===== config.mk =====
export PLATFORM = sky130hd
export DESIGN_NAME = gptt_head
export DESIGN_NICKNAME = d
export VERILOG_FILES = /design/src/design/gptt_pkg.sv /design/src/design/gptt_head.sv
export SDC_FILE = /design/constraint.sdc
export NUM_CORES = 1
export LEC_CHECK = 0
export ABC_CLOCK_PERIOD_IN_PS = 4400
export BUFFER_PORTS_ARGS = -buffer_cell sky130_fd_sc_hd__clkbuf_2
export CORE_AREA = 2 2 149 151
export DETAILED_ROUTE_END_ITERATION = 6
export DIE_AREA = 0 0 151 153
export PLACE_DENSITY = 0.77
export SLEW_MARGIN = 20
export SYNTH_ARGS = -nofsm -noshare
export SYNTH_HDL_FRONTEND = slang
export SYNTH_SLANG_ARGS = --single-unit
export TNS_END_PERCENT = 5

===== constraint.sdc =====
create_clock -name vclk -period 4.4
set_clock_uncertainty 0.2 [all_clocks]
set_input_delay 0.44 -clock vclk [all_inputs]
set_output_delay 0.44 -clock vclk [all_outputs]
set_load 0.005 [all_outputs]

===== src/design/gptt_pkg.sv =====
// Package for the grouped periodic timer table.
// Holds sizes, codes, record and request/response types. No dependencies.
package gptt_pkg;

   localparam int SLOTS  = 16;
   localparam int TIMERS = 32;
   localparam int IDX_W  = (SLOTS > 1) ? $clog2(SLOTS) : 1;

   localparam logic [1:0] ACT_START    = 2'd0;
   localparam logic [1:0] ACT_STOP     = 2'd1;
   localparam logic [1:0] ACT_STOP_ALL = 2'd2;
   localparam logic [1:0] ACT_TICK     = 2'd3;

   localparam logic [1:0] KIND_DONE   = 2'd0;
   localparam logic [1:0] KIND_FULL   = 2'd1;
   localparam logic [1:0] KIND_EXPIRY = 2'd2;

   typedef logic [TIMERS-1:0] mask_type;
   typedef logic [IDX_W-1:0]  idx_type;

   typedef struct packed {
      logic [30:0] period;
      logic [47:0] deadline;
      mask_type    members;
      mask_type    objk;
   } slot_rec_type;

   typedef struct packed {
      logic [1:0]  action;
      logic [4:0]  timer_id;
      logic [30:0] interval_ms;
      logic        is_object;
      logic [47:0] now_ms;
   } req_type;

   typedef struct packed {
      logic [1:0]  kind;
      logic [3:0]  slot;
      logic [30:0] period_ms;
      logic [31:0] member_mask;
      logic [31:0] object_mask;
      logic        last;
   } rsp_type;

   typedef enum logic [2:0] {
      ST_IDLE,
      ST_SCAN,
      ST_PLACE,
      ST_TICK,
      ST_FINISH
   } state_type;

   // Placement target for the second pass of a start.
   typedef struct packed {
      logic    rejoin;
      idx_type target;
   } place_type;

   function automatic logic [31:0] to_mask32(mask_type m);
      logic [63:0] w;
      w = 64'(m);
      return w[31:0];
   endfunction

endpackage


===== src/design/gptt_head.sv =====
// Head unit: updates the slot record at the front of the chain.
// Depends on gptt_pkg for the record, request and state types.
module gptt_head import gptt_pkg::*; (
   input  state_type    state,
   input  req_type      req,
   input  idx_type      idx,
   input  place_type    place,
   input  slot_rec_type rec_in,
   output slot_rec_type rec_out,
   output logic         expire,
   output logic         is_match,
   output logic         is_free
);

   logic     id_ok;
   mask_type bit_m;
   logic     everywhere;
   logic     same_per;

   always_comb begin
      id_ok      = ({2'b00, req.timer_id} < 7'(TIMERS));
      bit_m      = mask_type'(1) << req.timer_id;
      same_per   = (req.interval_ms != '0) && (rec_in.period == req.interval_ms);
      everywhere = req.is_object ||
                   ((req.action == ACT_STOP) && (req.interval_ms == '0));
      rec_out    = rec_in;
      expire     = 1'b0;

      unique case (state)
         ST_SCAN: begin
            if (req.action == ACT_STOP_ALL) begin
               if (same_per) begin
                  rec_out.period  = '0;
                  rec_out.members = '0;
                  rec_out.objk    = '0;
               end
            end else if (id_ok && (everywhere || same_per)) begin
               rec_out.members = rec_in.members & ~bit_m;
               rec_out.objk    = rec_in.objk & ~bit_m;
               if (rec_out.members == '0) begin
                  rec_out.period = '0;
                  rec_out.objk   = '0;
               end
            end
         end
         ST_PLACE: begin
            if (idx == place.target) begin
               if (place.rejoin) begin
                  rec_out.members = rec_in.members | bit_m;
                  rec_out.objk    = req.is_object ? (rec_in.objk | bit_m)
                                                  : (rec_in.objk & ~bit_m);
               end else begin
                  rec_out.period   = req.interval_ms;
                  rec_out.members  = bit_m;
                  rec_out.objk     = req.is_object ? bit_m : '0;
                  rec_out.deadline = req.now_ms + 48'(req.interval_ms);
               end
            end
         end
         ST_TICK: begin
            if ((rec_in.period != '0) && (req.now_ms > rec_in.deadline)) begin
               expire           = 1'b1;
               rec_out.deadline = rec_in.deadline + 48'(rec_in.period);
            end
         end
         default: begin
            rec_out = rec_in;
         end
      endcase

      is_match = (req.interval_ms != '0) && (rec_out.period == req.interval_ms);
      is_free  = (rec_out.period == '0);
   end

endmodule


; ---- After elaboration in Yosys (flattened, before gate mapping)
; Index checks and enable logic that the tools add are counted.
[classes]
add_sub_neg = 2
order_cmp = 1
eq_ne = 8
n_shift = 1
n_mux = 19
bitwise_logic = 5
reduce_logical = 11
[op_table]
columns = operator, n
row1 = 2-to-1 mux 64 bit, 4
row2 = 2-to-1 mux 143 bit, 1
row3 = one-hot mux 64 bit (2 select lines), 1
row4 = 2-to-1 mux 31 bit, 4
row5 = adder 48 x 31 -> 48 bit, 2
row6 = 2-to-1 mux 32 bit, 3
row7 = one-hot mux 48 bit (2 select lines), 1
row8 = 2-to-1 mux 79 bit, 1
row9 = bitwise AND 32 bit, 2
row10 = bitwise OR 32 bit, 2
row11 = equality test 31 bit, 2
row12 = zero test 31 bit, 2
row13 = one-hot mux 31 bit (2 select lines), 1
row14 = nonzero test 31 bit, 2
row15 = > comparator 48 bit, 1
row16 = 2-to-1 mux 48 bit, 1
row17 = zero test 32 bit, 1
row18 = NOT 32 bit, 1
row19 = "<< shifter 1 x 5 -> 32 bit, first input constant", 1
row20 = "equality test 3 x 2 -> 1 bit, second input constant", 2
row21 = equality test 4 bit, 1
row22 = logical AND 1 bit, 4
row23 = "equality test 3 x 1 -> 1 bit, second input constant", 1
row24 = "equality test 2 x 1 -> 1 bit, second input constant", 1
row25 = 3 further kinds, 5
[word_totals]
reg_bits = 0
elab_cells = 47

; ---- Depth between registers and ports, before layout
; Gate-level depths: netlist (run 1).
[logic_depth]
ltp_word = 10
mapped_depth = 14
depth_no_buf = 12

; ---- Least setup slack after synthesis (run 1)
; No wires, ideal clock.
[synth_timing]
path_type = input to output
from = input req[82] (netlist name)
to = output is_free
t_arrival_ns = 3.224
required_time_ns = 3.760
setup_slack_ns = 0.536
stages = 12
n_path_buf = 2
path_cell_list = buf_4 nor3_4 nand2_2 a2111o_1 nor4_1 nand4_1 a211o_1 and2_1 buf_6 a21o_1 or4_1 nor2_1
[synth_rtl]
columns = item, line_no
row1 = "start, declared", gptt_head.sv:5  ; input req_type req,
row2 = "end, declared", gptt_head.sv:12  ; output logic is_free

==> reports/qor.csv, run 1 <==
stage,metric,value,unit
outcome,status,finished with violations,
outcome,failing checks,DRC,
synthesis,complex-gate fraction of the synthesized area,0.4365,
grt,initial antenna violation count,2,
detailed_routing,Routed WL,55.11,mm
final_layout,register area,0,µm²
grt,largest net degree at the start of global routing,33,
final_layout,Final nets,2374,
setup_path,Worst setup EP type,primary output,
grt,total track usage,0.4504,
power,Worst VDD drop,0.08862,mV
job,max cap viols,0,
die,die area,0.02310,mm²
die,Initial Utilization,0.4539,
detailed_routing,initial DRC count,1842,
detailed_routing,Max Used Layer,met5,
place,RD Place Congestion,1.068,
synthesis,largest family of logic cells by synthesized area,compound AO/OA/AOI/OAI gates,
final_layout,layout cells sized above 1,0.2924,
setup_path,Worst EP arrival,3720,ps
die,chip height,153,µm
power,sw frac,0.5899,
timing,final worst path period share,0.9915,
power,PwrDens,120.8,mW/mm²
timing,Setup TNS Final,0,ps
synthesis,Synthesized Nets,1912,
power,leakage,0.006382,µW
timing,min cycle time layout,4362,ps
final_layout,layout overhead on the synthesized area,34.59,%
die,total core area,0.02149,mm²
synthesis,post-synthesis mux area share,0.006415,
grt,gr ovfl total,0,
power,sequential share of power,0,
hold_path,Hold WC Path Type,primary input to primary output,
detailed_routing,routed wl met3,7.415,mm
timing,final max-slew violation count,0,
synthesis,Synth Cell Area,0.009752,mm²
synthesis,Synth cell types,73,
timing,Max Clk Rate,0.2292,GHz
timing,worst rel slew slack,0.3421,
power,Clk pwr share,0,
synthesis,Syn Inst Count,1558,
die,num rows,54,
grt,vias in the first global route,14514,
timing,RSZ-0062 raised after global routing,yes,
detailed_routing,Vias,15257,
final_layout,sequential cell count,0,
detailed_routing,routed length on met1,21.37,mm
setup_path,critical path endpoint,rec_out[73],
setup_path,CP Launch Type,primary input,
synthesis,post-synthesis sequential area ratio,0,
timing,Final Hold Fails,0,
timing,final hold slack,1012,ps
clocking,Post-CTS Hold Fix Bufs,0,
place,hpwl dp,45.83,mm
final_layout,CLK BUF,0,
timing,worst-margin pin slew,983.2,ps
synthesis,Post-Synth Adder-Cell Area,0.1452,
place,IO buf count,388,
detailed_routing,met2 WL,22.86,mm
synthesis,YS warnings,0,
synthesis,simple-gate area share of the yosys netlist,0.2384,
setup_path,CP Data Required Time,3760,ps
power,Design Power,1585,µW
power,Internal Pwr Total,650.2,µW
power,Net Sw Power,935.1,µW
die,Die W,151,µm
detailed_routing,Pre-antenna DRT Iters,7,
synthesis,syn_area_per_cell,6.259,µm²
final_layout,most frequent cells in the layout,"385 x clkbuf_2, 172 x o21ai_0, 151 x buf_4, 136 x inv_1, 131 x nand2_1",
die,I/O pin count,388,
timing,final setup violation count,0,
setup_path,"critical path fanouts, max",7,
detailed_routing,Wirelength per Cell,23.96,µm
final_layout,"most common cell after layout, fill and taps aside",clkbuf_2,
setup_path,Crit. Startpoint,rec_in[71],
detailed_routing,Antenna Nets Post-Route,0,
setup_path,CP Class,primary input to primary output,
detailed_routing,DR vias/cell,6.633,
grt,first-pass GRT wire length,81.34,mm
power,Combinational Power Share,1.000,
detailed_routing,drc violations,2,
synthesis,Synth Area in XOR/XNOR,0.08712,
logic make-up (layout without fill, tap and decap cells):
logic type | Yosys count | after routing
buffers and inverters | 219 | 679
xor gates and xnor gates | 97 | 97
and+or+nand+nor | 479 | 479
AOI/OAI and AO/OA | 645 | 645
muxes | 6 | 6
adders and majority gates | 112 | 112
other | 0 | 2
cell usage after synthesis, types with 27 or more instances:
library cell / number / area share
o21ai_0: 176 / 0.090
inv_1: 136 / 0.052
nand2_1: 132 / 0.051
nor2_1: 124 / 0.048
a21oi_1: 120 / 0.062
ha_1: 110 / 0.14
clkbuf_1: 75 / 0.029
nand3_1: 56 / 0.029
xnor2_1: 50 / 0.045
o22ai_1: 49 / 0.031
xor2_1: 47 / 0.042
a22oi_1: 36 / 0.028
nor4_1: 36 / 0.023
o21a_1: 32 / 0.025
a21o_1: 31 / 0.024
a32o_1: 31 / 0.032
nor3_1: 27 / 0.014
routing by layer:
layer / vias up / global-route usage
met5: - / 0
met4: 2 / 0.2256
met3: 277 / 0.1275
met2: 1199 / 0.6742
met1: 6969 / 0.5871
li1: 6810 / -
worst min path at each step:
| stage | startpoint | end | depth (start not counted) | slack, ps |
|---|---|---|---|---|
| 5_1_grt | rec_in[61] | rec_out[61] | 4 | 1040 |
| 2_1_floorplan | req[50] | rec_out[113] | 2 | 770 |
| 4_1_cts | rec_in[8] | rec_out[8] | 4 | 1010 |
| 3_3_place_gp | rec_in[8] | rec_out[8] | 4 | 1000 |
| 6_report | rec_in[8] | rec_out[8] | 4 | 1010 |
| 3_5_place_dp | rec_in[8] | rec_out[8] | 4 | 1010 |
through the flow:
step	cell area [µm²]	util	cells	setup slack, ps
6_report	13130	0.6109	2300	37.60
5_1_grt	13120	0.6106	2298	-55.83
4_1_cts	12970	0.6035	2297	15.30
3_5_place_dp	12950	0.6026	2297	-254.4
3_3_place_gp	12940	0.6025	2297	-273.9
2_1_floorplan	9752	-	1558	536.0
critical path, stage by stage:
cell and delay (ps):
clkbuf_2 100, inv_1 40, ha_1 280, buf_4 140
a21oi_1 120, o21ai_0 220, a2111oi_4 500, a31oi_1 170
buf_4 190, a211oi_1 270, nor2_2 110, buf_4 200
nand2_1 120, inv_1 110, buf_4 170, and3_1 150
a221o_1 260, clkbuf_2 110
power by group through the flow:
| stage | registers, µW | clock network (µW) | logic [µW] |
|---|---|---|---|
| 6_report | 0 | 0.00000910 | 1590 |
| 5_1_grt | 0 | 0 | 1690 |
| 4_1_cts | 0 | 0 | 1510 |
| 3_5_place_dp | 0 | 0 | 1500 |
| 3_3_place_gp | 0 | 0 | 1490 |
| 2_1_floorplan | 0 | 0 | 812 |
timing repair:
item / 4_1_cts / 5_1_grt
buffers inserted: 0 / 1
gates resized for setup: 4 / 39
pin swaps: 0 / 6
setup endpoints to repair: 37 / 39
cell type report:
| class | count | area [µm²] |
|---|---|---|
| Inverter | 136 | 510.5 |
| Antenna cell | 2 | 5.005 |
| Multi-Input combinational cell | 1339 | 9101 |
| Fill cell | 2177 | 8361 |
| Timing Repair Buffer | 543 | 3158 |
| Tap cell | 280 | 350.3 |
(Power assumes the default switching activity.)
==> run 2: changes to the inputs <==
--- a/config.mk
+++ b/config.mk
@@ -5,7 +5,7 @@
 export SDC_FILE = /design/constraint.sdc
 export NUM_CORES = 1
 export LEC_CHECK = 0
-export ABC_CLOCK_PERIOD_IN_PS = 4400
+export ABC_CLOCK_PERIOD_IN_PS = 4200
 export BUFFER_PORTS_ARGS = -buffer_cell sky130_fd_sc_hd__clkbuf_2
 export CORE_AREA = 2 2 149 151
 export DETAILED_ROUTE_END_ITERATION = 6
@@ -15,4 +15,4 @@
 export SYNTH_ARGS = -nofsm -noshare
 export SYNTH_HDL_FRONTEND = slang
 export SYNTH_SLANG_ARGS = --single-unit
-export TNS_END_PERCENT = 5
+export TNS_END_PERCENT = 30
==> constraint.sdc (replaced) <==
create_clock -name vclk -period 4.2
set_clock_uncertainty 0.2 [all_clocks]
set_input_delay 0.42 -clock vclk [all_inputs]
set_output_delay 0.42 -clock vclk [all_outputs]
set_load 0.005 [all_outputs]
==> reports/qor.csv, run 2 (same netlist as run 1, synthesis figures left out) <==
stage,metric,value,unit,change
outcome,status,finished with violations,,unchanged
outcome,failing checks,setup timing,,was DRC
setup_path,CP Launch Type,primary input,,unchanged
setup_path,"critical path fanouts, max",6,,was 7
final_layout,Final Non-Filler Cells,2390,,was 2300
detailed_routing,Wirelength per Cell,23.89,µm,was 23.96 µm
timing,final max-slew violation count,0,,unchanged
job,max cap viols,0,,unchanged
detailed_routing,initial DRC count,2282,,was 1842
timing,min cycle time layout,4204,ps,
grt,vias in the first global route,14867,,was 14514
timing,RSZ-0062 raised after global routing,yes,,unchanged
setup_path,Worst setup EP type,primary output,,unchanged
grt,gr ovfl total,0,,unchanged
hold_path,Hold Path Depth,3,,was 4
die,num rows,54,,unchanged
timing,Final Hold Fails,0,,unchanged
clocking,Post-CTS Hold Fix Bufs,0,,unchanged
setup_path,CP Data Required Time,3580,ps,was 3760 ps
setup_path,Worst EP arrival,3580,ps,was 3720 ps
final_layout,area of the multi-input gates,0.009427,mm²,was 0.009101 mm²
place,RD Place Congestion,1.158,,was 1.068
die,die area,0.02310,mm²,unchanged
detailed_routing,Vias,15947,,was 15257
final_layout,most frequent cells in the layout,"371 x clkbuf_2, 241 x buf_4, 165 x o21ai_0, 132 x nand2_1, 128 x inv_1",,"was 385 x clkbuf_2, 172 x o21ai_0, 151 x buf_4, 136 x inv_1, 131 x nand2_1"
place,pre-CTS WS,-365.4,ps,was -254.4 ps
final_layout,diode count,0,,was 2
timing,final setup violation count,1,,was 0
final_layout,sequential cell count,0,,unchanged
setup_path,critical path endpoint,rec_out[110],,was rec_out[73]
place,# placed instances,2377,,was 2297
detailed_routing,Routed WL,57.09,mm,was 55.11 mm
grt,largest net degree at the start of global routing,36,,was 33
die,Initial Utilization,0.4539,,unchanged
final_layout,layout overhead on the synthesized area,46.01,%,was 34.59%
final_layout,fill count,1967,,was 2177
timing,final worst path period share,1.001,,
detailed_routing,drc violations,0,,was 2
power,leakage,0.006879,µW,was 0.006382 µW
final_layout,"most common cell after layout, fill and taps aside",clkbuf_2,,unchanged
timing,Max Clk Rate,0.2379,GHz,
final_layout,layout cells sized above 1,0.3479,,was 0.2924
final_layout,Final nets,2466,,was 2374
timing,worst rel slew slack,0.3372,,was 0.3421
timing,worst-margin pin slew,990.5,ps,was 983.2 ps
detailed_routing,Pre-antenna DRT Iters,6,,was 7
grt,total track usage,0.4592,,was 0.4504
die,I/O pin count,388,,unchanged
timing,final hold slack,976.9,ps,was 1012 ps
power,Worst VDD drop,0.09348,mV,was 0.08862 mV
detailed_routing,DR vias/cell,6.672,,was 6.633
grt,first-pass GRT wire length,83.25,mm,was 81.34 mm
final_layout,CLK BUF,0,,unchanged
final_layout,register area,0,µm²,unchanged
die,Die W,151,µm,unchanged
place,IO buf count,388,,unchanged
setup_path,Crit. Startpoint,req[49],,was rec_in[71]
timing,worst setup slack after layout,-3.502,ps,was 37.60 ps
hold_path,Hold WC Path Type,primary input to primary output,,unchanged
die,chip height,153,µm,unchanged
die,total core area,0.02149,mm²,unchanged
power,PwrDens,125.6,mW/mm²,was 120.8 mW/mm²
place,hpwl dp,46.93,mm,was 45.83 mm
setup_path,CP Class,primary input to primary output,,unchanged
grt,initial antenna violation count,1,,was 2
detailed_routing,Antenna Nets Post-Route,0,,unchanged
run 2: changes by cell type in the layout (fill, tap and decap cells not counted), moves of 9 or more:
cell / change
buf_4: +90
clkbuf_2: -14
ha_1: -11
a21oi_1: -10
buf_6: +10
ha_4: +9
run 2: how the worst min path moves through the flow:
stage / start / to / slack, ps
3_5_place_dp: rec_in[15] / rec_out[15] / 970
5_1_grt: rec_in[15] / rec_out[15] / 990
2_1_floorplan: req[50] / rec_out[113] / 730
4_1_cts: rec_in[15] / rec_out[15] / 970
6_report: rec_in[15] / rec_out[15] / 980
3_3_place_gp: rec_in[15] / rec_out[15] / 980
run 2: report_power, final:
group	internal, µW	switching (µW)	total, µW	leakage, µW
sequential	0	0	0	0
clock	0	0	0	0
combinational	765	1020	1790	0.00688
run 2: critical path, stage by stage:
cell and delay, ps:
buf_12 110, ha_4 160, fa_2 400, a21oi_2 160
nand4b_1 170, a21boi_2 100, o31a_1 350, a221o_1 420
a21o_1 230, a21oi_2 160, buf_6 160, nor2_4 40
xnor2_2 130, o211ai_1 370, buf_2 200
run 2: area by class of cell:
type | count | area share
Multi-Input combinational cell | 1339 | 0.6620
Inverter | 136 | 0.03585
Tap cell | 280 | 0.02460
Timing Repair Buffer | 635 | 0.2775
run 2: per-stage QoR:
stage                     area (µm²)  setup TNS (ps)  total power (µW)    util
final                          14240          -3.502              1788  0.6627
after global routing           14240          -341.3              1897  0.6627
after CTS                      13610          -283.1              1653  0.6336
after detailed placement       13560           -4291              1637  0.6311
after global placement         13560          -17650              1615  0.6310
after floorplan                 9752               0             850.9       -
run 2: repair_timing:
action,4_1_cts,5_1_grt
gates resized for setup,10,135
setup buffers,1,12
setup endpoints to repair,44,48
pin swaps,2,45
run 2: layer usage:
layer,track usage,share of wire
met1,0.6130,0.38
met2,0.7037,0.43
met3,0.1176,0.15
met4,0.1794,0.048
met5,0,0.00012
