`src/design/gptt_pkg.sv`:
```
// Package for the grouped periodic timer table.
// Holds sizes, codes, record and request/response types. No dependencies.
package gptt_pkg;

   localparam int SLOTS  = 16;
   localparam int TIMERS = 32;
   localparam int IDX_W  = (SLOTS > 1) ? $clog2(SLOTS) : 1;

   localparam logic [1:0] ACT_START    = 2'd0;
   localparam logic [1:0] ACT_STOP     = 2'd1;
   localparam logic [1:0] ACT_STOP_ALL = 2'd2;
   localparam logic [1:0] ACT_TICK     = 2'd3;

   localparam logic [1:0] KIND_DONE   = 2'd0;
   localparam logic [1:0] KIND_FULL   = 2'd1;
   localparam logic [1:0] KIND_EXPIRY = 2'd2;

   typedef logic [TIMERS-1:0] mask_type;
   typedef logic [IDX_W-1:0]  idx_type;

   typedef struct packed {
      logic [30:0] period;
      logic [47:0] deadline;
      mask_type    members;
      mask_type    objk;
   } slot_rec_type;

   typedef struct packed {
      logic [1:0]  action;
      logic [4:0]  timer_id;
      logic [30:0] interval_ms;
      logic        is_object;
      logic [47:0] now_ms;
   } req_type;

   typedef struct packed {
      logic [1:0]  kind;
      logic [3:0]  slot;
      logic [30:0] period_ms;
      logic [31:0] member_mask;
      logic [31:0] object_mask;
      logic        last;
   } rsp_type;

   typedef enum logic [2:0] {
      ST_IDLE,
      ST_SCAN,
      ST_PLACE,
      ST_TICK,
      ST_FINISH
   } state_type;

   // Placement target for the second pass of a start.
   typedef struct packed {
      logic    rejoin;
      idx_type target;
   } place_type;

   function automatic logic [31:0] to_mask32(mask_type m);
      logic [63:0] w;
      w = 64'(m);
      return w[31:0];
   endfunction

endpackage

```
`src/design/gptt_cell.sv`:
```
// One slot cell of the rotating slot chain.
// Depends on gptt_pkg for the slot record type.
module gptt_cell import gptt_pkg::*; (
   input  logic         clock,
   input  logic         reset,
   input  logic         shift_en,
   input  slot_rec_type d_in,
   output slot_rec_type q
);

   slot_rec_type rec_ff;

   always_ff @(posedge clock) begin
      if (reset) begin
         rec_ff <= '0;
      end else if (shift_en) begin
         rec_ff <= d_in;
      end
   end

   assign q = rec_ff;

endmodule

```
`config.mk`:
```
export PLATFORM = sky130hd
export DESIGN_NAME = gptt_cell
export DESIGN_NICKNAME = d
export VERILOG_FILES = /design/src/design/gptt_pkg.sv /design/src/design/gptt_cell.sv
export SDC_FILE = /design/constraint.sdc
export NUM_CORES = 1
export LEC_CHECK = 0
export BUFFER_PORTS_ARGS = -buffer_cell sky130_fd_sc_hd__buf_2
export CAP_MARGIN = 20
export CORE_MARGIN = 1
export CORE_UTILIZATION = 35
export DETAILED_ROUTE_END_ITERATION = 16
export GPL_TIMING_DRIVEN = 0
export MAX_ROUTING_LAYER = met4
export PLACE_DENSITY = 0.68
export REMOVE_ABC_BUFFERS = 1
export SYNTH_ARGS = -nofsm -noshare
export SYNTH_HDL_FRONTEND = slang
export SYNTH_SLANG_ARGS = --single-unit
```
`constraint.sdc`:
```
create_clock -name clock -period 1.87 [get_ports clock]
set_clock_uncertainty 0.2 [all_clocks]
set_input_delay 0.374 -clock clock [delete_from_list [all_inputs] [get_ports clock]]
set_output_delay 0.374 -clock clock [all_outputs]
set_load 0.01 [all_outputs]
```
; Word level (Yosys, flattened, before mapping)
; Index checks and enable logic that the tools add are counted.
; Widths: inputs -> output; s select.
[totals]
register_bits = 143
latchBits = 0
ram_bits = 0
mem_bits_ro = 0
inputBits = 146
output_inout_bits = 143
elab_cells = 4
n_memories = 0
[op_classes]
addsub = 0
mul = 0
div_mod_pow = 0
n_lt_le_gt_ge = 0
n_eq_ne = 0
shift = 0
n_mux = 0
bitwise_logic = 0
n_reduce_logical = 0

; Logic depth before layout (Yosys ltp)
; Gate-level depths: netlist of run 1.
[depth]
word_depth = 0
ltp_mapped = 5

; Worst setup path before layout of run 1
; No wires, ideal clock.
[synth_timing]
kind = in2reg
startpoint = in shift_en
endpoint = reg rec_ff (netlist bit q[100])
t_arrival_ns = 1.048
required_ns = 1.553
path_slack_ns = 0.504
stages = 5
path_buffers = 3
path_cell_list = buf_4 -> buf_6 -> buf_8 -> mux2i_1 -> nor2_1
[synth_rtl]
columns = item, line_no
row1 = start: declaration, gptt_cell.sv:6  ; input logic shift_en,
row2 = end signal: assignment, gptt_cell.sv:17  ; rec_ff <= d_in;
row3 = end: declaration, gptt_cell.sv:11  ; slot_rec_type rec_ff;

==> reports/metrics.csv, run 1 <==
stage,metric,value,unit
finish,fill_cells,1190,
finish,layout_commonest_cell,buf_2,
logic_synthesis,yosysWarnings,0,
detailed_routing,drt_first_pass_iters,4,
detailed_routing,wl,13400,microns
detailed_routing,vias,4536,
floorplanning,chipWidth,122,microns
floorplanning,core,14000,sq um
setup_path,required,1.96,ns
floorplanning,initial_utilization,36.2,%
finish,multi_input_area,1970,sq um
power_and_ir_drop,power_density,934,nW/um^2
timing,rsz0062_at_grt,false,
setup_path,path_buf_inv,2,
clock_network,cts_setup_buffers,0,
detailed_routing,ant_nets,0,
clock_network,cts_root_buffer,clkbuf_16,
grt,grt_antenna_before_repair,0,
timing,layout_min_cycle_time,1.67,ns
setup_path,cp_slowest_cell,buf_8,
logic_synthesis,ys_seq_area_share,56.4,%
finish,layout_common_cells,"buf_2, mux2i_1, nor2_1, dfxtp_1, dlygate4sd3_1",
logic_synthesis,synth_cell_types,8,
setup_path,worstSetupPathType,input port to flop,
detailed_routing,vias_per_cell,4.43,
timing,slew-limit-headroom,48.1,%
timing,worst_slew_pin_slew,0.779,ns
power_and_ir_drop,power.total,7.55,mW
grt,grt_pass1_vias,4339,
timing,slew_viol_final,0,
clock_network,cts_tree,yes,
clock_network,clock_sink_count,143,
setup_path,end_kind,flop,
finish,diodes,0,
setup_path,cp_max_fo,77,
grt,grt_overflow,0,
clock_network,insertion_delay,0.40,ns
timing,final-hold-violation-count,0,
floorplanning,die_h,122,microns
timing,fin_crit_sh,89.3,%
logic_synthesis,synth_seq_cells,143,
setup_path,critPathArrivalTime,1.76,ns
finish,largest_reg_flops,143,
setup_path,cp-start-kind,input port,
finish,final-seq-area,2860,sq um
detailed_routing,avgRoutedWirePerCell,13.1,microns
setup_path,crit_chain,"buf_8, buf_16, mux2i_1, nor2_1",
floorplanning,dieArea,15000,sq um
status,status,"finished, final reports clean",
timing,setup_viol,0,
finish,drive_gt1_share,37.8,%
hold_path,hold_class,input port to flop,
clock_network,cts_resized,0,
timing,fmax,599,MHz
setup_path,slowest_delay,0.46,ns
finish,nets,979,
grt,grt_pass1_wl,20100,microns
logic_synthesis,synthCells,461,
placed_design,dp_hpwl,8360,microns
power_and_ir_drop,leakagePower,4.28,nW
clock_network,numCtsBuffers,17,
clock_network,cts_buffer_depth,2,
finish,final_core_util,57.5,%
clock_network,cts.hold.buffers_added,95,
finish,syn_to_final_growth,59.1,%
logic_synthesis,netlist_area,5080,sq um
detailed_routing,drt_iter0_drc,143,
clock_network,htreeDepth,4,
run,drv_cap,0,
floorplanning,num_io_pins,289,
grt,grt_max_degree,78,
setup_path,crit_family,buffers and inverters,
floorplanning,rows,43,
placed_design,globalplace.congestion,0.696,
grt,grt_usage,17.7,%
logic_synthesis,postSynthAreaPerCell,11.0,sq um
power_and_ir_drop,ir_drop,0.517,mV
detailed_routing,drc,0,
clock_network,path_clk_slew,0.06,ns
placed_design,io_buffers,288,
per-layer routing:
metal	track usage, %	up-vias	routed length [microns]
met4	8.54	0	383
met5	-	-	0
met3	4.69	33	1010
met2	29.2	205	6400
li1	-	2273	-
met1	19.7	2025	5650
power by group:
group          switching (mW)  leakage, nW  internal, mW
clock network            1.24        0.275          1.98
logic                   0.465         2.82         0.546
registers              0.0856         1.18          3.23
worst reg2reg max path, stage by stage, from the launching register on:
cell	delay, ns
dfxtp_1	0.32
mux2i_1	0.17
nor2_1	0.06
synthesized netlist by cell type:
library cell	number	share of area (%)
buf_2	8	0.79
buf_4	8	1.2
buf_6	1	0.22
buf_8	7	2.1
clkbuf_1	8	0.59
dfxtp_1	143	56
mux2i_1	143	28
nor2_1	143	11
layout make-up:
cell class / instances / area share (%)
sequential: 143 / 35.4
tap: 180 / 2.79
multi-input combinational: 286 / 24.4
clock inverter: 11 / 1.46
timing repair buffer: 385 / 30.5
clock buffer: 19 / 5.48
final timing paths:
path	startpoint	end	slack, ns	cells past startpoint
setup reg to reg	q[16]	q[16]	0.99	2
hold reg to reg	q[52]	q[52]	0.28	2
hold / removal	d_in[129]	q[129]	0.01	3
setup / recovery	shift_en	q[11]	0.20	4
cells by family after synthesis:
group                  count (synthesis)  synth area share, %
and+or+nand+nor                      143                 10.6
muxes                                143                 28.2
buffers and inverters                 32                 4.85
DFF                                  143                 56.4
stage by stage:
stage	setup slack (ns)	TNS (ns)	hold WS, ns	instances	area (sq um)
after floorplan	0.950	0	0.246	429	4830
after CTS	0.253	0	0.000165	1024	8080
after global placement	-2.37	-336.34	0.267	897	6500
final	0.200	0	0.0124	1024	8080
after global routing	0.130	0	0.00574	1024	8080
after detailed placement	-0.184	-11.58	0.275	899	6570
Power figures use the tool's default switching activity.
==> run 2, diff against run 1 <==
--- a/config.mk
+++ b/config.mk
@@ -10,8 +10,6 @@
 export CORE_MARGIN = 1
 export CORE_UTILIZATION = 35
 export DETAILED_ROUTE_END_ITERATION = 16
-export GPL_TIMING_DRIVEN = 0
-export MAX_ROUTING_LAYER = met4
 export PLACE_DENSITY = 0.68
 export REMOVE_ABC_BUFFERS = 1
 export SYNTH_ARGS = -nofsm -noshare
==> reports/metrics.csv, run 2 (synthesized netlist as in run 1, its figures left out) <==
stage,metric,value,unit,change
setup_path,end_kind,primary output,,was flop
run,drv_cap,0,,unchanged
clock_network,cts_tree,yes,,unchanged
clock_network,numCtsBuffers,17,,unchanged
setup_path,worst_r2r_endpoint,q[69],,was q[16]
timing,fin_crit_sh,80.5,%,was 89.3%
finish,drive_gt1_share,37.7,%,was 37.8%
grt,grt_max_degree,40,,was 78
finish,diodes,0,,unchanged
detailed_routing,drt_first_pass_iters,4,,unchanged
setup_path,cp_max_fo,2,,was 77
timing,finalSetupTns,0,ns,unchanged
grt,grt_antenna_before_repair,0,,unchanged
floorplanning,die_h,122,microns,unchanged
timing,setup_viol,0,,unchanged
clock_network,insertion_delay,0.41,ns,was 0.40 ns
setup_path,cp_slowest_cell,dfxtp_1,,was buf_8
clock_network,cts_root_buffer,clkbuf_16,,unchanged
floorplanning,rows,43,,unchanged
detailed_routing,wl,14300,microns,was 13400 microns
floorplanning,chipWidth,122,microns,unchanged
grt,grt_usage,18.4,%,was 17.7%
clock_network,path_clk_slew,0.06,ns,about the same
hold_path,holdPathStages,3,,unchanged
finish,final_core_util,60.8,%,was 57.5%
hold_path,hold_class,input port to flop,,unchanged
clock_network,cts_buffer_depth,2,,unchanged
finish,layout_commonest_cell,buf_2,,unchanged
setup_path,slowest_delay,0.37,ns,was 0.46 ns
setup_path,crit_family,flip-flops,,was buffers and inverters
status,status,"finished, final reports clean",,unchanged
timing,layout_min_cycle_time,1.51,ns,was 1.67 ns
floorplanning,initial_utilization,36.2,%,unchanged
floorplanning,dieArea,15000,sq um,unchanged
hold_path,hold_end,q[91],,was q[129]
clock_network,htreeDepth,4,,unchanged
finish,largest_reg_flops,143,,unchanged
finish,fill_cells,1108,,was 1190
timing,slew_viol_final,0,,unchanged
hold_path,min_from,d_in[91],,was d_in[129]
setup_path,worstSetupPathType,flop to primary output,,was input port to flop
setup_path,critPathArrivalTime,0.93,ns,was 1.76 ns
power_and_ir_drop,ir_drop,0.472,mV,was 0.517 mV
finish,syn_to_final_growth,68.0,%,was 59.1%
grt,grt_pass1_vias,4501,,was 4339
finish,nets,1022,,was 979
timing,rsz0062_at_grt,false,,unchanged
setup_path,required,1.30,ns,was 1.96 ns
finish,design_area,8530,sq um,was 8080 sq um
timing,worst_slew_pin_slew,0.386,ns,was 0.779 ns
setup_path,reg2reg_from,q[69],,was q[16]
floorplanning,num_io_pins,289,,unchanged
detailed_routing,drc,0,,unchanged
setup_path,ff2ff_path_depth,2,,unchanged
setup_path,cp-start-kind,flop,,was input port
grt,grt_pass1_wl,21200,microns,was 20100 microns
detailed_routing,ant_nets,0,,unchanged
setup_path,crit_chain,buf_2,,"was buf_8, buf_16, mux2i_1, nor2_1"
clock_network,clock_sink_count,143,,unchanged
power_and_ir_drop,leakagePower,4.48,nW,was 4.28 nW
detailed_routing,avgRoutedWirePerCell,13.4,microns,was 13.1 microns
detailed_routing,vias,4659,,was 4536
finish,layout_common_cells,"buf_2, mux2i_1, nor2_1, dfxtp_1, dlygate4sd3_1",,unchanged
clock_network,cts.hold.buffers_added,123,,was 95
timing,final-hold-violation-count,0,,unchanged
placed_design,post_dp_cell_area,6710,sq um,was 6570 sq um
placed_design,globalplace.congestion,0.718,,was 0.696
floorplanning,core,14000,sq um,unchanged
placed_design,io_buffers,288,,unchanged
detailed_routing,drt_iter0_drc,146,,was 143
grt,grt_overflow,0,,unchanged
power_and_ir_drop,power_density,910,nW/um^2,was 934 nW/um^2
detailed_routing,vias_per_cell,4.36,,was 4.43
timing,slew-limit-headroom,74.3,%,was 48.1%
clock_network,cts_resized,0,,unchanged
setup_path,path_buf_inv,1,,was 2
timing,fmax,664,MHz,was 599 MHz
setup_path,rrSetupSlack,0.99,ns,about the same
clock_network,cts_setup_buffers,0,,unchanged
placed_design,dp_hpwl,8810,microns,was 8360 microns
-- run 2: cell count changes in the layout (fill, tap and decap cells not counted), sizes merged --
cell         delta
dlygate4sd3    +28
inv             +2
buf            +15
clkbuf          +2
clkinv          -4
clkinvlp        +2
-- run 2: worst max-delay path by stage --
stage | from | endpoint | slack (ns) | cells after the start
5_1_grt | q[41] | q[41] | 0.30 | 1
6_report | q[41] | q[41] | 0.36 | 1
3_3_place_gp | shift_en | q[101] | 0.35 | 4
4_1_cts | q[41] | q[41] | 0.34 | 1
3_5_place_dp | shift_en | q[101] | 0.35 | 4
2_1_floorplan | q[0] | q[0] | 0.95 | 0
-- run 2: area by class of cell --
class	count	area, sq um	area share, %
Sequential cell	143	2860	33.6
Clock inverter	11	130	1.53
Multi-Input combinational cell	286	1970	23.1
Tap cell	180	225	2.64
Clock buffer	21	460	5.40
Timing Repair Buffer	428	2880	33.8
-- run 2: metrics by stage --
| stage | setup slack (ns) | std cells | power (mW) | hold WS [ns] |
|---|---|---|---|---|
| after floorplan | 0.950 | 429 | 3.73 | 0.246 |
| after global placement | 0.350 | 914 | 4.25 | 0.267 |
| after detailed placement | 0.348 | 914 | 4.26 | 0.273 |
| after CTS | 0.341 | 1069 | 7.83 | 0.000334 |
| after global routing | 0.305 | 1069 | 8.08 | 0.0108 |
| final | 0.364 | 1069 | 7.76 | 0.0122 |
-- run 2: report_power, final --
group / internal, mW / leakage (nW) / switching [mW]
registers: 3.23 / 1.18 / 0.0917
logic: 0.609 / 3.02 / 0.485
clock network: 2.05 / 0.277 / 1.30
total: 5.89 / 4.48 / 1.87
-- run 2: per-layer routing --
metal	wire (microns)	GRT usage [%]	up-vias	part of all wire (%)
met5	0	0	-	0
met4	331	7.85	0	2.3
met3	1050	6.13	27	7.3
met2	6960	32.1	207	49
met1	5980	20.2	2074	42
li1	-	-	2351	-
==> run 3, diff against run 2 <==
==> constraint.sdc (replaced) <==
create_clock -name clock -period 1.6 [get_ports clock]
set_clock_uncertainty 0.2 [all_clocks]
set_input_delay 0.32 -clock clock [delete_from_list [all_inputs] [get_ports clock]]
set_output_delay 0.32 -clock clock [all_outputs]
set_load 0.01 [all_outputs]
==> reports/metrics.csv, run 3 (synthesized netlist as in run 1, its figures left out) <==
stage,metric,value,unit,change
status,status,"finished, final reports clean",,unchanged
floorplanning,dieArea,15000,sq um,unchanged
grt,grt_pass1_vias,4821,,was 4501
finish,layout_common_cells,"buf_2, mux2i_1, nor2_1, dlygate4sd3_1, dfxtp_1",,"was buf_2, mux2i_1, nor2_1, dfxtp_1, dlygate4sd3_1"
clock_network,cts.hold.buffers_added,143,,was 123
clock_network,htreeDepth,4,,unchanged
setup_path,path_buf_inv,1,,unchanged
clock_network,numCtsBuffers,17,,unchanged
clock_network,path_clk_slew,0.06,ns,about the same
detailed_routing,vias,4843,,was 4659
hold_path,holdPathStages,2,,was 3
clock_network,cts_root_buffer,clkbuf_16,,unchanged
timing,hold_slack,0.0223,ns,was 0.0122 ns
grt,grt_pass1_wl,22200,microns,was 21200 microns
grt,grt_max_degree,64,,was 40
clock_network,cts_tree,yes,,unchanged
timing,slew-limit-headroom,83.3,%,was 74.3%
floorplanning,chipWidth,122,microns,unchanged
clock_network,cts_setup_buffers,0,,unchanged
detailed_routing,vias_per_cell,4.45,,was 4.36
timing,fmax,690,MHz,
floorplanning,rows,43,,unchanged
setup_path,worstSetupPathType,flop to primary output,,unchanged
setup_path,crit_chain,buf_2,,unchanged
finish,layout_commonest_cell,buf_2,,unchanged
clock_network,cts_resized,0,,unchanged
setup_path,slowest_delay,0.37,ns,about the same
setup_path,ff2ff_path_depth,2,,unchanged
timing,rsz0062_at_grt,false,,unchanged
power_and_ir_drop,leakagePower,4.60,nW,was 4.48 nW
finish,multi_input_area,1970,sq um,unchanged
finish,fill_cells,1059,,was 1108
setup_path,crit_path_start,q[40],,was q[41]
run,drv_cap,0,,unchanged
setup_path,cp_slowest_cell,dfxtp_1,,unchanged
placed_design,globalplace.congestion,0.719,,was 0.718
floorplanning,num_io_pins,289,,unchanged
grt,grt_usage,19.2,%,was 18.4%
power_and_ir_drop,ir_drop,0.652,mV,was 0.472 mV
finish,final-seq-area,2860,sq um,unchanged
timing,worst_slew_pin_slew,0.244,ns,was 0.386 ns
timing,setup_viol,0,,unchanged
setup_path,cp_max_fo,2,,unchanged
setup_path,crit_family,flip-flops,,unchanged
detailed_routing,drt_first_pass_iters,4,,unchanged
clock_network,clock_sink_count,143,,unchanged
timing,finalSetupTns,0,ns,unchanged
placed_design,dp_hpwl,8730,microns,was 8810 microns
detailed_routing,drt_iter0_drc,192,,was 146
power_and_ir_drop,power_density,1070,nW/um^2,was 910 nW/um^2
finish,diodes,0,,unchanged
grt,grt_antenna_before_repair,0,,unchanged
finish,final_core_util,62.6,%,was 60.8%
clock_network,insertion_delay,0.40,ns,was 0.41 ns
floorplanning,initial_utilization,36.2,%,unchanged
detailed_routing,ant_nets,0,,unchanged
clock_network,cts_buffer_depth,2,,unchanged
timing,fin_crit_sh,90.5,%,
power_and_ir_drop,power.total,9.42,mW,was 7.76 mW
grt,grt_overflow,0,,unchanged
setup_path,worst_r2r_endpoint,q[4],,was q[69]
setup_path,cp-start-kind,flop,,unchanged
finish,drive_gt1_share,37.0,%,was 37.7%
setup_path,reg2reg_from,q[4],,was q[69]
setup_path,rrSetupSlack,0.68,ns,was 0.99 ns
floorplanning,die_h,122,microns,unchanged
finish,syn_to_final_growth,73.1,%,was 68.0%
detailed_routing,drc,0,,unchanged
detailed_routing,wl,15000,microns,was 14300 microns
setup_path,critPathArrivalTime,0.93,ns,about the same
timing,layout_min_cycle_time,1.45,ns,
setup_path,end_kind,primary output,,unchanged
finish,nets,1042,,was 1022
hold_path,min_from,reset,,was d_in[91]
finish,largest_reg_flops,143,,unchanged
hold_path,hold_class,input port to flop,,unchanged
detailed_routing,avgRoutedWirePerCell,13.8,microns,was 13.4 microns
placed_design,io_buffers,288,,unchanged
timing,slew_viol_final,0,,unchanged
setup_path,required,1.08,ns,was 1.30 ns
floorplanning,core,14000,sq um,unchanged
timing,final-hold-violation-count,0,,unchanged
hold_path,hold_end,q[101],,was q[91]
run 3: changes by cell type in the layout (fill, tap and decap cells not counted), sizes merged:
cell	before	now
dlygate4sd3	123	143
bufinv	2	4
clkinvlp	4	2
clkbuf	21	20
clkinv	2	3
run 3: stage by stage:
stage / setup WS [ns] / cells / cell area [sq um]
floorplan: 0.734 / 429 / 4830
global placement: 0.208 / 914 / 6720
detailed placement: 0.178 / 914 / 6720
CTS: 0.129 / 1089 / 8790
global route: 0.107 / 1089 / 8790
finish: 0.152 / 1089 / 8790
run 3: worst max path at each step:
stage | end | slack (ns) | depth (start not counted)
5_1_grt | q[41] | 0.11 | 1
4_1_cts | q[40] | 0.13 | 1
6_report | q[40] | 0.15 | 1
3_3_place_gp | q[53] | 0.21 | 4
2_1_floorplan | q[0] | 0.73 | 0
3_5_place_dp | q[90] | 0.18 | 4
run 3: area by class of cell:
class	count	area share (%)
flip-flops and latches	143	32.6
clock inverters	12	2.05
well taps	180	2.56
multi-input cells	286	22.4
clock buffers	20	5.20
repair buffers	448	35.2
run 3: report_power, final:
part,internal [mW],switching [mW],leakage (nW)
Combinational,0.748,0.589,3.11
Clock,2.71,1.50,0.307
Sequential,3.78,0.106,1.18
run 3: routing by layer:
metal,GRT usage [%],up-vias,part of all wire (%)
li1,-,2408,-
met1,20.7,2174,41
met2,33.1,218,48
met3,6.18,43,7.8
met4,10.7,0,3.5
met5,0,-,0
